$ cat src/rtl/core/ispd_pkg.sv
// Types and constants shared by the inertial sensor packet decoder.
package ispd_pkg;

  localparam int unsigned POS_W       = 6;
  localparam int unsigned FRM_W       = 2;
  localparam int unsigned OFF_W       = 4;
  localparam int unsigned FRAME_COUNT = 3;
  localparam int unsigned AXIS_COUNT  = 9;
  localparam int unsigned AXIS_IDX_W  = 4;

  localparam logic [7:0] SYNC_BYTE  = 8'h55;
  localparam logic [7:0] ACCEL_TYPE = 8'h51;

  // Expected type byte of each frame: acceleration, angular rate, angle.
  localparam logic [7:0] FRAME_TYPE [FRAME_COUNT] = '{8'h51, 8'h52, 8'h53};

  // Byte offsets within one 11-byte frame.
  localparam logic [OFF_W-1:0] OFF_SYNC  = 4'd0;
  localparam logic [OFF_W-1:0] OFF_TYPE  = 4'd1;
  localparam logic [OFF_W-1:0] OFF_SUMS  = 4'd10;
  localparam logic [OFF_W-1:0] OFF_CSUM  = 4'd10;
  localparam logic [OFF_W-1:0] OFF_LAST  = 4'd10;
  localparam logic [FRM_W-1:0] FRM_TRAIL = 2'd3;

  typedef struct packed {
    logic [7:0] rx_byte;
  } rx_word_t;

  typedef struct packed {
    logic               accel_fresh;
    logic               rate_fresh;
    logic               angle_fresh;
    logic signed [15:0] accel_x;
    logic signed [15:0] accel_y;
    logic signed [15:0] accel_z;
    logic signed [15:0] rate_x;
    logic signed [15:0] rate_y;
    logic signed [15:0] rate_z;
    logic signed [15:0] roll_angle;
    logic signed [15:0] pitch_angle;
    logic signed [15:0] yaw_angle;
  } res_word_t;

endpackage

$ cat src/rtl/core/ispd_stream_if.sv
// Valid/ready stream interface carrying one word of a given payload type.
interface ispd_stream_if #(
  parameter type payload_t = logic
);
  logic     valid;
  logic     ready;
  payload_t data;

  modport source (output valid, output data, input ready);
  modport sink (input valid, input data, output ready);
endinterface

$ cat src/rtl/core/imu_serial_packet_decoder_core.sv
// Decoder that turns the byte stream of an inertial sensor into axis records.
//
// Usage: bytes from the sensor's serial link arrive one word at a time on
// rx_i (valid/ready, a word moves when both are high). Every PACKET_LENGTH
// bytes that open with the header 0x55 0x51 produce one word on res_o: the
// held acceleration, angular rate and angle axis counts, and one fresh flag
// for each of the three frames whose type byte and checksum matched. A bad
// header drops the packet and the count restarts at the next byte.
// Timing: a byte is registered at the input, then processed by a single
// pass of adders and compares; the result of a packet's last byte is
// registered in the output register on res_o. One byte can be accepted
// in every cycle unless a stalled receiver leaves both registers full.
// Reset clears the byte count, the checksum, the frame flags and the held
// axis values to zero; the axis staging registers are not cleared.
// When the receiver stalls, the pending result waits in the output register
// and the input register still takes one byte; further bytes are held off
// only while both registers are full.
module imu_serial_packet_decoder_core #(
  parameter int unsigned PACKET_LENGTH = 44
) (
  input  logic          clk_i,
  input  logic          rst_ni,
  ispd_stream_if.sink   rx_i,
  ispd_stream_if.source res_o
);
  import ispd_pkg::*;

  // Input register.
  logic       s1_valid_q;
  logic [7:0] s1_byte_q;

  // Decode state.
  logic [POS_W-1:0] pos_q, pos_d;
  logic [FRM_W-1:0] frm_q, frm_d;
  logic [OFF_W-1:0] off_q, off_d;
  logic [7:0]       sum_q, sum_d;
  logic [FRAME_COUNT-1:0] ok_q, ok_d;
  logic [7:0]       low_q, low_d;
  logic [15:0]      stg_q  [AXIS_COUNT];
  logic [15:0]      held_q [AXIS_COUNT];
  logic [15:0]      held_d [AXIS_COUNT];

  // Output register.
  logic      out_valid_q;
  res_word_t out_data_q, out_data_d;

  logic                  out_free;
  logic                  proc;
  logic                  in_frame;
  logic                  hdr_bad;
  logic                  last;
  logic                  stg_we;
  logic [AXIS_IDX_W-1:0] stg_idx;
  logic [7:0]            b;

  // The byte in the input register moves on whenever the output register
  // is empty or is being emptied in this cycle.
  assign out_free   = !out_valid_q || res_o.ready;
  assign proc       = s1_valid_q && out_free;
  assign rx_i.ready = !s1_valid_q || out_free;
  assign b          = s1_byte_q;
  assign in_frame   = (frm_q != FRM_TRAIL);
  assign last       = (pos_q == POS_W'(PACKET_LENGTH - 1));

  // Axis word k of a frame completes at offsets 3, 5 and 7; bits 2:1 of the
  // offset minus one give k, and the frame number gives the group of three.
  assign stg_idx = AXIS_IDX_W'(frm_q) * AXIS_IDX_W'(3)
                 + AXIS_IDX_W'(off_q[2:1]) - AXIS_IDX_W'(1);

  always_comb begin
    pos_d   = pos_q;
    frm_d   = frm_q;
    off_d   = off_q;
    sum_d   = sum_q;
    ok_d    = ok_q;
    low_d   = low_q;
    stg_we  = 1'b0;
    hdr_bad = 1'b0;
    held_d  = held_q;
    if (proc) begin
      if (pos_q == '0) begin
        ok_d = '0;
      end
      // The second byte decides whether this is a packet at all: the first
      // byte sits in the running sum at that point.
      if (pos_q == POS_W'(1) && (sum_q != SYNC_BYTE || b != ACCEL_TYPE)) begin
        hdr_bad = 1'b1;
        pos_d   = '0;
        frm_d   = '0;
        off_d   = '0;
      end else begin
        if (in_frame) begin
          if (off_q == OFF_SYNC) begin
            sum_d = b;
          end else if (off_q < OFF_SUMS) begin
            sum_d = sum_q + b;
          end
          if (off_q == OFF_TYPE) begin
            ok_d[frm_q] = (b == FRAME_TYPE[frm_q]);
          end
          if (off_q inside {4'd2, 4'd4, 4'd6}) begin
            low_d = b;
          end
          if (off_q inside {4'd3, 4'd5, 4'd7}) begin
            stg_we = 1'b1;
          end
          if (off_q == OFF_CSUM && b != sum_q) begin
            ok_d[frm_q] = 1'b0;
          end
        end
        if (last) begin
          // Copy every frame that passed both checks into the held values.
          for (int f = 0; f < FRAME_COUNT; f++) begin
            if (ok_d[f]) begin
              for (int k = 0; k < 3; k++) begin
                held_d[f*3+k] = stg_q[f*3+k];
              end
            end
          end
          pos_d = '0;
          frm_d = '0;
          off_d = '0;
        end else begin
          pos_d = pos_q + POS_W'(1);
          if (in_frame) begin
            if (off_q == OFF_LAST) begin
              off_d = '0;
              frm_d = frm_q + FRM_W'(1);
            end else begin
              off_d = off_q + OFF_W'(1);
            end
          end
        end
      end
    end
  end

  always_comb begin
    out_data_d.accel_fresh = ok_d[0];
    out_data_d.rate_fresh  = ok_d[1];
    out_data_d.angle_fresh = ok_d[2];
    out_data_d.accel_x     = held_d[0];
    out_data_d.accel_y     = held_d[1];
    out_data_d.accel_z     = held_d[2];
    out_data_d.rate_x      = held_d[3];
    out_data_d.rate_y      = held_d[4];
    out_data_d.rate_z      = held_d[5];
    out_data_d.roll_angle  = held_d[6];
    out_data_d.pitch_angle = held_d[7];
    out_data_d.yaw_angle   = held_d[8];
  end

  always_ff @(posedge clk_i or negedge rst_ni) begin
    if (!rst_ni) begin
      s1_valid_q  <= 1'b0;
      out_valid_q <= 1'b0;
      pos_q       <= '0;
      frm_q       <= '0;
      off_q       <= '0;
      sum_q       <= '0;
      ok_q        <= '0;
      low_q       <= '0;
      for (int i = 0; i < AXIS_COUNT; i++) begin
        held_q[i] <= '0;
      end
    end else begin
      if (rx_i.ready) begin
        s1_valid_q <= rx_i.valid;
      end
      if (proc && last) begin
        out_valid_q <= 1'b1;
      end else if (res_o.ready) begin
        out_valid_q <= 1'b0;
      end
      pos_q  <= pos_d;
      frm_q  <= frm_d;
      off_q  <= off_d;
      sum_q  <= sum_d;
      ok_q   <= ok_d;
      low_q  <= low_d;
      held_q <= held_d;
    end
  end

  // Payload registers carry no reset.
  always_ff @(posedge clk_i) begin
    if (rx_i.ready && rx_i.valid) begin
      s1_byte_q <= rx_i.data.rx_byte;
    end
    if (proc && last) begin
      out_data_q <= out_data_d;
    end
    for (int i = 0; i < AXIS_COUNT; i++) begin
      if (stg_we && stg_idx == AXIS_IDX_W'(i)) begin
        stg_q[i] <= {b, low_q};
      end
    end
  end

  assign res_o.valid = out_valid_q;
  assign res_o.data  = out_data_q;

  // The byte count never reaches the packet length.
  a_pos_range: assert property (@(posedge clk_i) disable iff (!rst_ni)
    pos_q < POS_W'(PACKET_LENGTH))
    else $error("byte position beyond packet length");

  // Frame and offset counters restart together with the byte count.
  a_counters_sync: assert property (@(posedge clk_i) disable iff (!rst_ni)
    pos_q == '0 |-> (frm_q == '0 && off_q == '0))
    else $error("frame counters not aligned with packet start");

  // Processing the last byte of a packet always leaves a result waiting.
  a_last_gives_result: assert property (@(posedge clk_i) disable iff (!rst_ni)
    (proc && last) |=> (out_valid_q && pos_q == '0))
    else $error("packet end did not produce a result");

  // A rejected header restarts the count without producing a result.
  a_bad_header: assert property (@(posedge clk_i) disable iff (!rst_ni)
    (proc && hdr_bad) |=> (pos_q == '0 && !$rose(out_valid_q)))
    else $error("bad header not handled");

endmodule

$ cat src/flat_wrapper.sv
// flat-port wrapper written by rule: the top's interface ports become plain ports
module imu_serial_packet_decoder_core_flat import ispd_pkg::*;
#(
  parameter int unsigned PACKET_LENGTH = 44
)
  (clk_i, rst_ni, rx_i_valid, rx_i_data, rx_i_ready, res_o_valid, res_o_data, res_o_ready);
  ispd_stream_if #(.payload_t(rx_word_t)) rx_i_i ();
  ispd_stream_if #(.payload_t(res_word_t)) res_o_i ();
  input  logic clk_i;
  input  logic rst_ni;
  input wire logic [$bits(rx_i_i.valid)-1:0] rx_i_valid;
  input wire logic [$bits(rx_i_i.data)-1:0] rx_i_data;
  output wire logic [$bits(rx_i_i.ready)-1:0] rx_i_ready;
  output wire logic [$bits(res_o_i.valid)-1:0] res_o_valid;
  output wire logic [$bits(res_o_i.data)-1:0] res_o_data;
  input wire logic [$bits(res_o_i.ready)-1:0] res_o_ready;
  assign rx_i_i.valid = rx_i_valid;
  assign rx_i_i.data = rx_i_data;
  assign rx_i_ready = rx_i_i.ready;
  assign res_o_valid = res_o_i.valid;
  assign res_o_data = res_o_i.data;
  assign res_o_i.ready = res_o_ready;
  imu_serial_packet_decoder_core #(.PACKET_LENGTH(PACKET_LENGTH)) u_core (.clk_i(clk_i), .rst_ni(rst_ni), .rx_i(rx_i_i), .res_o(res_o_i));
endmodule
$ cat config.mk
export PLATFORM = sky130hd
export DESIGN_NAME = imu_serial_packet_decoder_core_flat
export DESIGN_NICKNAME = d
export VERILOG_FILES = /design/src/rtl/core/ispd_pkg.sv /design/src/rtl/core/ispd_stream_if.sv /design/src/rtl/core/imu_serial_packet_decoder_core.sv /design/src/flat_wrapper.sv
export SDC_FILE = /design/constraint.sdc
export NUM_CORES = 1
export LEC_CHECK = 0
export ABC_CLOCK_PERIOD_IN_PS = 8200
export BUFFER_PORTS_ARGS = -buffer_cell sky130_fd_sc_hd__buf_2
export CAP_MARGIN = 20
export CORE_ASPECT_RATIO = 0.7
export CORE_MARGIN = 2
export CORE_UTILIZATION = 63
export DETAILED_ROUTE_END_ITERATION = 10
export PLACE_DENSITY = 0.84
export SETUP_SLACK_MARGIN = 0.5
export SLEW_MARGIN = 20
export SYNTH_ARGS = -nofsm -noshare
export SYNTH_HDL_FRONTEND = slang
export SYNTH_SLANG_ARGS = --single-unit
$ cat constraint.sdc
create_clock -name clk_i -period 8.2 [get_ports clk_i]
set_input_delay 0 -clock clk_i [delete_from_list [all_inputs] [get_ports clk_i]]
set_output_delay 0 -clock clk_i [all_outputs]
set_load 0.02 [all_outputs]
==> results of run 1 <==
[state kept, by name, indices dropped and copies added (netlist names), 3 cells and up]
signal / cells
u_core.b: 8
u_core.held_q: 144
u_core.low_q: 8
u_core.off_q: 4
u_core.ok_q: 3
u_core.pos_q: 6
u_core.res_o.data: 147
u_core.stg_q: 144
u_core.sum_q: 8
[through the flow]
stage	total power [mW]	utilization (%)
floorplan	3.31	-
global placement	3.54	69.5
CTS	5.46	75.1
detailed placement	3.57	69.5
global route	5.66	75.2
finish	5.46	75.2
[cells in the final DEF, fill, tap and decap left out, drive strengths merged, types with 6 or more instances in the layout]
| master | instances |
|---|---|
| clkinv | 15 |
| and2 | 6 |
| dfrtp | 177 |
| mux2 | 155 |
| dlygate4sd3 | 12 |
| a21oi | 16 |
| edfxtp | 299 |
| buf | 171 |
| nand3 | 9 |
| o21ai | 7 |
| clkbuf | 56 |
| nand2b | 6 |
| nand2 | 20 |
| ha | 16 |
| nor3 | 10 |
| inv | 16 |
| nor2 | 18 |
| nor2b | 6 |
[per-layer routing]
layer | wire length [µm] | GRT usage, % | share of wire [%]
met5 | 0 | 0 | 0
met4 | 666 | 6.95 | 1.9
met3 | 2540 | 4.53 | 7.3
met2 | 16200 | 39.1 | 46
met1 | 15600 | 41.1 | 45
[worst max path at each step]
stage / to / cells past startpoint
global route: u_core.stg_q[0][83] / 5
finish: u_core.stg_q[0][38] / 5
global placement: u_core.stg_q[0][86] / 5
CTS: u_core.stg_q[0][87] / 5
floorplan: u_core.off_q[3] / 7
detailed placement: u_core.stg_q[0][87] / 5
[repair_timing]
action	CTS	global route
setup endpoints to repair	0	0
hold buffers	12	0
endpoints found under the hold margin	112	0
[critical path, cell delays in order, from the launching register on]
cell and delay (ps):
edfxtp_1 690, or4_1 590, or4_1 710, a2111oi_1 760, nand3b_1 310, nor2_2 820
[cell type report]
type | count | share of cell area, %
clock buffer | 55 | 5.86
sequential | 476 | 68.9
multi-input combinational | 351 | 16.4
tap | 357 | 2.29
inverter | 15 | 0.315
antenna | 1 | 0.0129
timing repair buffer | 184 | 5.34
clock inverter | 19 | 0.913
[power groups by stage]
| stage | sequential, mW | combinational, mW | clock [mW] |
|---|---|---|---|
| 5_1_grt | 2.90 | 0.732 | 2.03 |
| 4_1_cts | 2.89 | 0.648 | 1.93 |
| 6_report | 2.89 | 0.659 | 1.91 |
| 2_1_floorplan | 2.82 | 0.496 | 0 |
| 3_5_place_dp | 2.93 | 0.632 | 0 |
| 3_3_place_gp | 2.92 | 0.612 | 0 |
[kinds of logic after synthesis]
| family | Yosys count | share of synthesized area (%) |
|---|---|---|
| AOI/OAI and AO/OA | 64 | 2.68 |
| and+or+nand+nor | 103 | 3.41 |
| muxes | 156 | 10.7 |
| DFF | 476 | 80.3 |
| xor gates and xnor gates | 10 | 0.525 |
| adders and majority gates | 18 | 1.44 |
| buffers and inverters | 38 | 0.937 |
==> impl_metrics.env, run 1 <==
export IMPL_overflow=0
export IMPL_stdcell_area_mm2=0.0195
export IMPL_worstPathRequired_ps=8350
export IMPL_io_pins=161
export IMPL_die_w_um=199
export IMPL_critPathArrivalTime_ps=4410
export IMPL_rr_startpoint="u_core.b[2]"
export IMPL_combPwrFrac_pct=12.1
export IMPL_slew_headroom_pct=35.6
export IMPL_synth_top_cell_area_share_pct=53.8
export IMPL_ys_seq_area_share_pct=80.3
export IMPL_yosys_area_top_type="edfxtp_1"
export IMPL_timing_final_ws_setup_ps=3930
export IMPL_r2r_slack_ps=3930
export IMPL_grt_setup_unrepaired="false"
export IMPL_core_mm2=0.0259
export IMPL_multi_input_area_mm2=0.00319
export IMPL_drtIter0Drc=809
export IMPL_start_util_pct=64.5
export IMPL_die_h_um=140
export IMPL_ir_worst_vdd_mv=0.174
export IMPL_track_usage_pct=26.2
export IMPL_criticalPathCategory="reg2reg"
export IMPL_hpwlAfterDp_um=20200
export IMPL_synth_most_common_cell="edfxtp_1"
export IMPL_clkLatencyLatePin_ps=540
export IMPL_synth_edf_count=299
export IMPL_wl_um=35000
export IMPL_vias_per_cell=5.83
export IMPL_tritoncts="built"
export IMPL_worstMarginPinSlew_ps=965
export IMPL_drive_gt1_share_pct=36.2
export IMPL_seq_area_mm2=0.0134
export IMPL_synth_seq_cells=476
export IMPL_avgSynthCellArea_um2=19.3
export IMPL_reg2reg_depth=5
export IMPL_whs_ps=122
export IMPL_r2r_end="u_core.stg_q[0][38]"
export IMPL_final_antenna_net_count=0
export IMPL_outcome="finished, final reports clean"
export IMPL_power_switching_mw=1.41
export IMPL_wire_per_inst_um=24.0
export IMPL_max_cap_violations=0
export IMPL_dpl_cell_area_mm2=0.0180
export IMPL_ys_types=51
export IMPL_port_buffers=160
export IMPL_finalSetupTns_ps=0
export IMPL_cts_buffer_depth=3
export IMPL_dr_pass1_iters=5
export IMPL_clock_sink_count=476
export IMPL_place_congestion=0.891
export IMPL_slew_violations=0
export IMPL_fillers=1449
export IMPL_power_frac_clock_pct=34.9
export IMPL_vias=8498
export IMPL_synthFlopType="edfxtp_1"
export IMPL_synth_cells=865
export IMPL_cts_htree_levels=2
export IMPL_hold_viol_final=0
export IMPL_dpl_worst_slack_ps=4090
export IMPL_leakage_nw=8.55
export IMPL_grt_max_degree=104
export IMPL_crit_path_start="u_core.b[2]"
export IMPL_finClkSkew_ps=21.0
export IMPL_syn2layout_area_growth_pct=16.6
export IMPL_grt_pass1_vias=8640
export IMPL_grt_pass1_wl_um=53400
export IMPL_netSwitchingFraction_pct=25.8
export IMPL_yosys_top_cells_count="edfxtp_1 (299), dfrtp_1 (177), mux2_2 (147)"
export IMPL_clkSlewWorstSetupHoldPaths_ps=80
export IMPL_cts_resized=0
export IMPL_syn_area_mm2=0.0167
export IMPL_cts_buffers=41
export IMPL_fin_crit_ps=4270
export IMPL_p_per_area_mw_per_mm2=280
export IMPL_setup_viol=0
export IMPL_rows=49
export IMPL_ctsRootBufferMaster="clkbuf_16"
export IMPL_synth_area_top_cells="edfxtp_1 (54%), dfrtp_1 (27%), mux2_2 (9.9%)"
export IMPL_synth_net_count=895
export IMPL_async_flop_share_pct=37.2
export IMPL_fin_crit_sh_pct=52.0
export IMPL_dieArea_mm2=0.0278
export IMPL_fmax_ghz=0.234
export IMPL_critPathLaunchType="flip-flop"
export IMPL_final_cells=1458
export IMPL_grt_antenna_before_repair=0
export IMPL_hp_class="in2async"
export IMPL_drc=0
export IMPL_dp_cells=1370
export IMPL_worstPathMaxFanout=16
export IMPL_worstSetupEndpointType="flip-flop"
export IMPL_nNetsFinal=1099
export IMPL_yosysWarnings=0
export IMPL_intPower_mw=4.05
export IMPL_post_cts_buffers=0
export IMPL_p_seq_share_pct=53.0
Note: power is estimated with default switching activity, not from simulation.
==> inputs of run 2 (changes only) <==
--- a/config.mk
+++ b/config.mk
@@ -5,14 +5,14 @@
 export SDC_FILE = /design/constraint.sdc
 export NUM_CORES = 1
 export LEC_CHECK = 0
-export ABC_CLOCK_PERIOD_IN_PS = 8200
+export ABC_CLOCK_PERIOD_IN_PS = 4100
 export BUFFER_PORTS_ARGS = -buffer_cell sky130_fd_sc_hd__buf_2
 export CAP_MARGIN = 20
 export CORE_ASPECT_RATIO = 0.7
 export CORE_MARGIN = 2
-export CORE_UTILIZATION = 63
+export CORE_UTILIZATION = 58
 export DETAILED_ROUTE_END_ITERATION = 10
-export PLACE_DENSITY = 0.84
+export PLACE_DENSITY = 0.78
 export SETUP_SLACK_MARGIN = 0.5
 export SLEW_MARGIN = 20
 export SYNTH_ARGS = -nofsm -noshare
==> constraint.sdc (replaced) <==
create_clock -name clk_i -period 4.1 [get_ports clk_i]
set_input_delay 0 -clock clk_i [delete_from_list [all_inputs] [get_ports clk_i]]
set_output_delay 0 -clock clk_i [all_outputs]
set_load 0.02 [all_outputs]
==> impl_metrics.env, run 2 (same netlist as run 1, synthesis figures left out) <==
export IMPL_hold_viol_final=0
export IMPL_worstMarginPinSlew_ps=953
export IMPL_ctsRootBufferMaster="clkbuf_16"
export IMPL_tritoncts="built"
export IMPL_dieArea_mm2=0.0302
export IMPL_die_h_um=146
export IMPL_outcome="finished, final reports clean"
export IMPL_critPathArrivalTime_ps=3710
export IMPL_clkLatencyLatePin_ps=540
export IMPL_p_per_area_mw_per_mm2=553
export IMPL_drtIter0Drc=717
export IMPL_netSwitchingFraction_pct=25.5
export IMPL_hp_class="in2async"
export IMPL_crit_path_start="u_core.b[5]"
export IMPL_crit_top_cell="buf_4"
export IMPL_worstPathMaxFanout=12
export IMPL_max_cap_violations=0
export IMPL_stdcell_area_mm2=0.0196
export IMPL_grt_antenna_before_repair=0
export IMPL_worstSetupEndpointType="flip-flop"
export IMPL_fmax_ghz=0.290
export IMPL_cts_buffers=42
export IMPL_final_common_cell="edfxtp_1"
export IMPL_path_cells="buf_4, ha_1, nor4_1, and3_1, o32ai_1, a211oi_4, buf_4, mux2_2"
export IMPL_setup_viol=0
export IMPL_diodes=0
export IMPL_r2r_end="u_core.res_o.data[105]"
export IMPL_dpl_cell_area_mm2=0.0182
export IMPL_grt_pass1_wl_um=51000
export IMPL_vias_per_cell=5.71
export IMPL_final_antenna_net_count=0
export IMPL_clock_sink_count=476
export IMPL_clkSlewWorstSetupHoldPaths_ps=60
export IMPL_leakage_nw=8.61
export IMPL_fin_crit_sh_pct=84.0
export IMPL_drc=0
export IMPL_critPathLaunchType="flip-flop"
export IMPL_slowest_stage="a211oi_4"
export IMPL_p_seq_share_pct=52.7
export IMPL_hpwlAfterDp_um=20200
export IMPL_largest_reg_flops=147
export IMPL_grt_max_degree=103
export IMPL_track_usage_pct=22.9
export IMPL_post_cts_buffers=0
export IMPL_power_frac_clock_pct=34.5
export IMPL_wl_um=33600
export IMPL_fin_crit_ps=3440
export IMPL_slew_headroom_pct=36.5
export IMPL_nNetsFinal=1115
export IMPL_drive_gt1_share_pct=37.4
export IMPL_start_util_pct=59.5
export IMPL_cpPeakStageDelay_ps=600
export IMPL_endpoint="u_core.res_o.data[105]"
export IMPL_layout_common_cells="edfxtp_1 (299), dfrtp_1 (176), buf_2 (159)"
export IMPL_cts_buffer_depth=3
export IMPL_cts_htree_levels=2
export IMPL_finalSetupTns_ps=0
export IMPL_slew_violations=0
export IMPL_io_pins=161
export IMPL_overflow=0
export IMPL_core_mm2=0.0281
export IMPL_vias=8503
export IMPL_grt_setup_unrepaired="false"
export IMPL_die_w_um=207
export IMPL_dr_pass1_iters=5
export IMPL_ir_worst_vdd_mv=0.350
export IMPL_wire_per_inst_um=22.5
export IMPL_power_switching_mw=2.77
export IMPL_combPwrFrac_pct=12.7
export IMPL_grt_pass1_vias=8429
export IMPL_rows=51
export IMPL_intPower_mw=8.09
export IMPL_port_buffers=160
export IMPL_rr_startpoint="u_core.b[5]"
export IMPL_syn2layout_area_growth_pct=17.7
export IMPL_worstPathRequired_ps=4370
export IMPL_finClkSkew_ps=26.5
export IMPL_place_congestion=0.859
export IMPL_r2r_slack_ps=660
export IMPL_reg2reg_depth=8
export IMPL_criticalPathCategory="reg2reg"
-- run 2: changes by cell type in the layout (fill, tap and decap cells not counted), moves of 2 or more --
cell and delta:
clkinv_2 -3, clkbuf_16 +2, clkinv_1 -6, buf_4 +12
clkinvlp_4 +3, clkbuf_1 +10, bufinv_16 -2, buf_12 +4
-- run 2: worst min path at each step --
stage	from	slack, ps	end
floorplan	rst_ni	-300	u_core.frm_q[0]
global placement	rst_ni	170	u_core.held_q[60]
detailed placement	rst_ni	170	u_core.held_q[60]
CTS	rst_ni	170	u_core.held_q[142]
global route	rx_i_data[5]	180	u_core.b[5]
finish	rst_ni	150	u_core.held_q[59]
-- run 2: area by class of cell --
cell class,count,area (µm²)
repair buffers,199,1180
multi-input cells,351,3210
well taps,371,464
fillers,1774,8430
clock inverters,10,87.6
flip-flops and latches,476,13400
clock buffers,67,1230
inverters,15,60.1
-- run 2: routing by layer --
metal / GRT usage [%] / share of wire, % / up-vias
met3: 3.92 / 6.6 / 53
met2: 33.2 / 45 / 332
met1: 36.4 / 46 / 4413
met5: 0 / 0 / -
met4: 6.38 / 2.1 / 0
li1: - / - / 3705
-- run 2: worst max-delay path, delay by kind of cell, from the launching register on --
family	cells	cell delay (ps)
buf+inv	2	550
fa+ha+maj	1	390
flops	1	370
mux	1	380
compound gates	2	790
simple gates	2	680
-- run 2: power by group through the flow --
stage / Clock, mW / Combinational, mW / Sequential [mW]
finish: 3.75 / 1.38 / 5.72
global route: 4.04 / 1.52 / 5.75
CTS: 3.81 / 1.37 / 5.72
detailed placement: 0 / 1.35 / 5.81
global placement: 0 / 1.31 / 5.81
floorplan: 0 / 1.01 / 5.64
-- run 2: repair_timing --
action	4_1_cts	5_1_grt
hold buffers	12	0
endpoints found under the hold margin	111	0
gates resized for setup	0	1
setup endpoints to repair	0	128
-- run 2: through the flow --
| step | setup slack [ps] | instances | hold WS (ps) | utilization, % | power, mW |
|---|---|---|---|---|---|
| after floorplan | 173 | 865 | -296 | - | 6.64 |
| after global placement | 614 | 1400 | 170 | 64.8 | 7.12 |
| after detailed placement | 523 | 1400 | 169 | 64.8 | 7.16 |
| after CTS | 516 | 1489 | 166 | 69.9 | 10.9 |
| after global routing | 528 | 1489 | 180 | 70.0 | 11.3 |
| final | 656 | 1489 | 147 | 70.0 | 10.9 |
==> inputs of run 3 (changes only) <==
--- a/config.mk
+++ b/config.mk
@@ -5,7 +5,7 @@
 export SDC_FILE = /design/constraint.sdc
 export NUM_CORES = 1
 export LEC_CHECK = 0
-export ABC_CLOCK_PERIOD_IN_PS = 4100
+export ABC_CLOCK_PERIOD_IN_PS = 3500
 export BUFFER_PORTS_ARGS = -buffer_cell sky130_fd_sc_hd__buf_2
 export CAP_MARGIN = 20
 export CORE_ASPECT_RATIO = 0.7
==> constraint.sdc (replaced) <==
create_clock -name clk_i -period 3.5 [get_ports clk_i]
set_input_delay 0 -clock clk_i [delete_from_list [all_inputs] [get_ports clk_i]]
set_output_delay 0 -clock clk_i [all_outputs]
set_load 0.02 [all_outputs]
==> impl_metrics.env, run 3 (same netlist as run 1, synthesis figures left out) <==
export IMPL_outcome="finished, final reports clean"
export IMPL_core_mm2=0.0281
export IMPL_hold_viol_final=0
export IMPL_diodes=0
export IMPL_cp_top_family="buffers and inverters"
export IMPL_dieArea_mm2=0.0302
export IMPL_power_total_mw=13.2
export IMPL_largest_reg_flops=147
export IMPL_nNetsFinal=1137
export IMPL_r2r_slack_ps=450
export IMPL_fillers=1688
export IMPL_hpwlAfterDp_um=20400
export IMPL_place_congestion=0.830
export IMPL_syn2layout_area_growth_pct=20.8
export IMPL_grt_setup_unrepaired="true"
export IMPL_start_util_pct=59.5
export IMPL_drive_gt1_share_pct=40.7
export IMPL_grt_max_degree=83
export IMPL_slew_violations=0
export IMPL_fin_crit_ps=3050
export IMPL_path_cells="buf_4, ha_2, nor4_1, and3_2, o32ai_1, a211oi_4, bufbuf_16, mux2_2"
export IMPL_ctsRootBufferMaster="clkbuf_16"
export IMPL_grt_pass1_wl_um=53000
export IMPL_layout_common_cells="edfxtp_1 (299), dfrtp_1 (175), buf_2 (159)"
export IMPL_finClkSkew_ps=18.9
export IMPL_fin_crit_sh_pct=87.1
export IMPL_vias_per_cell=5.81
export IMPL_wire_per_inst_um=24.0
export IMPL_clkSlewWorstSetupHoldPaths_ps=70
export IMPL_final_antenna_net_count=0
export IMPL_worstPathRequired_ps=3780
export IMPL_critPathArrivalTime_ps=3330
export IMPL_worstMarginPinSlew_ps=732
export IMPL_track_usage_pct=23.8
export IMPL_dpl_worst_slack_ps=93.4
export IMPL_cts_buffer_depth=3
export IMPL_fmax_ghz=0.328
export IMPL_finalSetupTns_ps=0
export IMPL_worstSetupEndpointType="flip-flop"
export IMPL_slew_headroom_pct=51.2
export IMPL_drtIter0Drc=744
export IMPL_cts_htree_levels=2
export IMPL_rows=51
export IMPL_timing_final_ws_setup_ps=451
export IMPL_final_cells=1510
export IMPL_die_h_um=146
export IMPL_slowest_stage="bufbuf_16"
export IMPL_ir_worst_vdd_mv=0.485
export IMPL_clock_sink_count=476
export IMPL_final_common_cell="edfxtp_1"
export IMPL_p_per_area_mw_per_mm2=656
export IMPL_max_cap_violations=0
export IMPL_overflow=0
export IMPL_hp_class="in2async"
export IMPL_critPathLaunchType="flip-flop"
export IMPL_cpPeakStageDelay_ps=400
export IMPL_clkLatencyLatePin_ps=540
export IMPL_io_pins=161
export IMPL_whs_ps=48.0
export IMPL_wl_um=36200
export IMPL_criticalPathCategory="reg2reg"
export IMPL_port_buffers=160
export IMPL_cts_buffers=41
export IMPL_vias=8768
export IMPL_dp_cells=1404
export IMPL_grt_pass1_vias=8840
export IMPL_grt_antenna_before_repair=0
export IMPL_worstPathMaxFanout=24
export IMPL_setup_viol=0
export IMPL_tritoncts="built"
export IMPL_die_w_um=207
export IMPL_dr_pass1_iters=5
export IMPL_leakage_nw=8.83
export IMPL_critPathBufInv=2
export IMPL_drc=0
[run 3: changes by cell type in the layout (fill, tap and decap cells not counted), sizes merged]
cell	change
buf	+19
bufbuf	+1
clkinvlp	-1
clkinv	+8
clkbuf	-10
bufinv	+4
[run 3: path summary, 6_finish.rpt]
| path | endpoint | depth (start not counted) | start |
|---|---|---|---|
| min in group clk_i | u_core.b[4] | 2 | rx_i_data[4] |
| max in group asynchronous | u_core.held_q[93] | 3 | rst_ni |
| worst min-delay path | u_core.held_q[12] | 2 | rst_ni |
| worst min register to register | u_core.held_q[99] | 1 | u_core.held_q[99] |
| worst max register to register | u_core.res_o.data[119] | 8 | u_core.b[5] |
| worst max-delay path | u_core.res_o.data[119] | 8 | u_core.b[5] |
[run 3: final cells by class]
class / instances / area (µm²) / area share, %
Multi-Input combinational cell: 351 / 3350 / 16.6
Clock inverter: 21 / 234 / 1.16
Inverter: 15 / 60.1 / 0.298
Clock buffer: 54 / 1120 / 5.58
Sequential cell: 476 / 13400 / 66.5
Timing Repair Buffer: 222 / 1530 / 7.57
Tap cell: 371 / 464 / 2.30
[run 3: through the flow]
stage | cell area, µm² | utilization (%)
3_5_place_dp | 18300 | 65.1
2_1_floorplan | 16800 | -
3_3_place_gp | 18300 | 65.1
5_1_grt | 20200 | 71.8
6_report | 20200 | 71.8
4_1_cts | 20000 | 71.1
[run 3: where the power goes]
| group | switching (mW) | internal (mW) | total (mW) |
|---|---|---|---|
| combinational | 1.14 | 0.798 | 1.93 |
| sequential | 0.370 | 6.32 | 6.69 |
| clock | 1.95 | 2.64 | 4.60 |
| total | 3.46 | 9.76 | 13.2 |
[run 3: repair_timing]
| action | 4_1_cts | 5_1_grt |
|---|---|---|
| hold buffers | 12 | 0 |
| setup endpoints to repair | 264 | 260 |
| resized for setup | 21 | 17 |
| cloned | 2 | 4 |
| setup buffers | 6 | 7 |
| pin swaps | 6 | 4 |
| endpoints found under the hold margin | 91 | 0 |
[run 3: worst reg2reg max path, stage by stage (launching register included)]
cell and delay (ps):
edfxtp_1 350, buf_4 270, ha_2 370, nor4_1 280
and3_2 280, o32ai_1 150, a211oi_4 280, bufbuf_16 400
mux2_2 400
[run 3: metal layers]
metal	track usage, %	part of all wire, %
met1	35.7	44
met2	36.4	48
met3	4.88	6.9
met4	5.64	1.6
met5	0	0
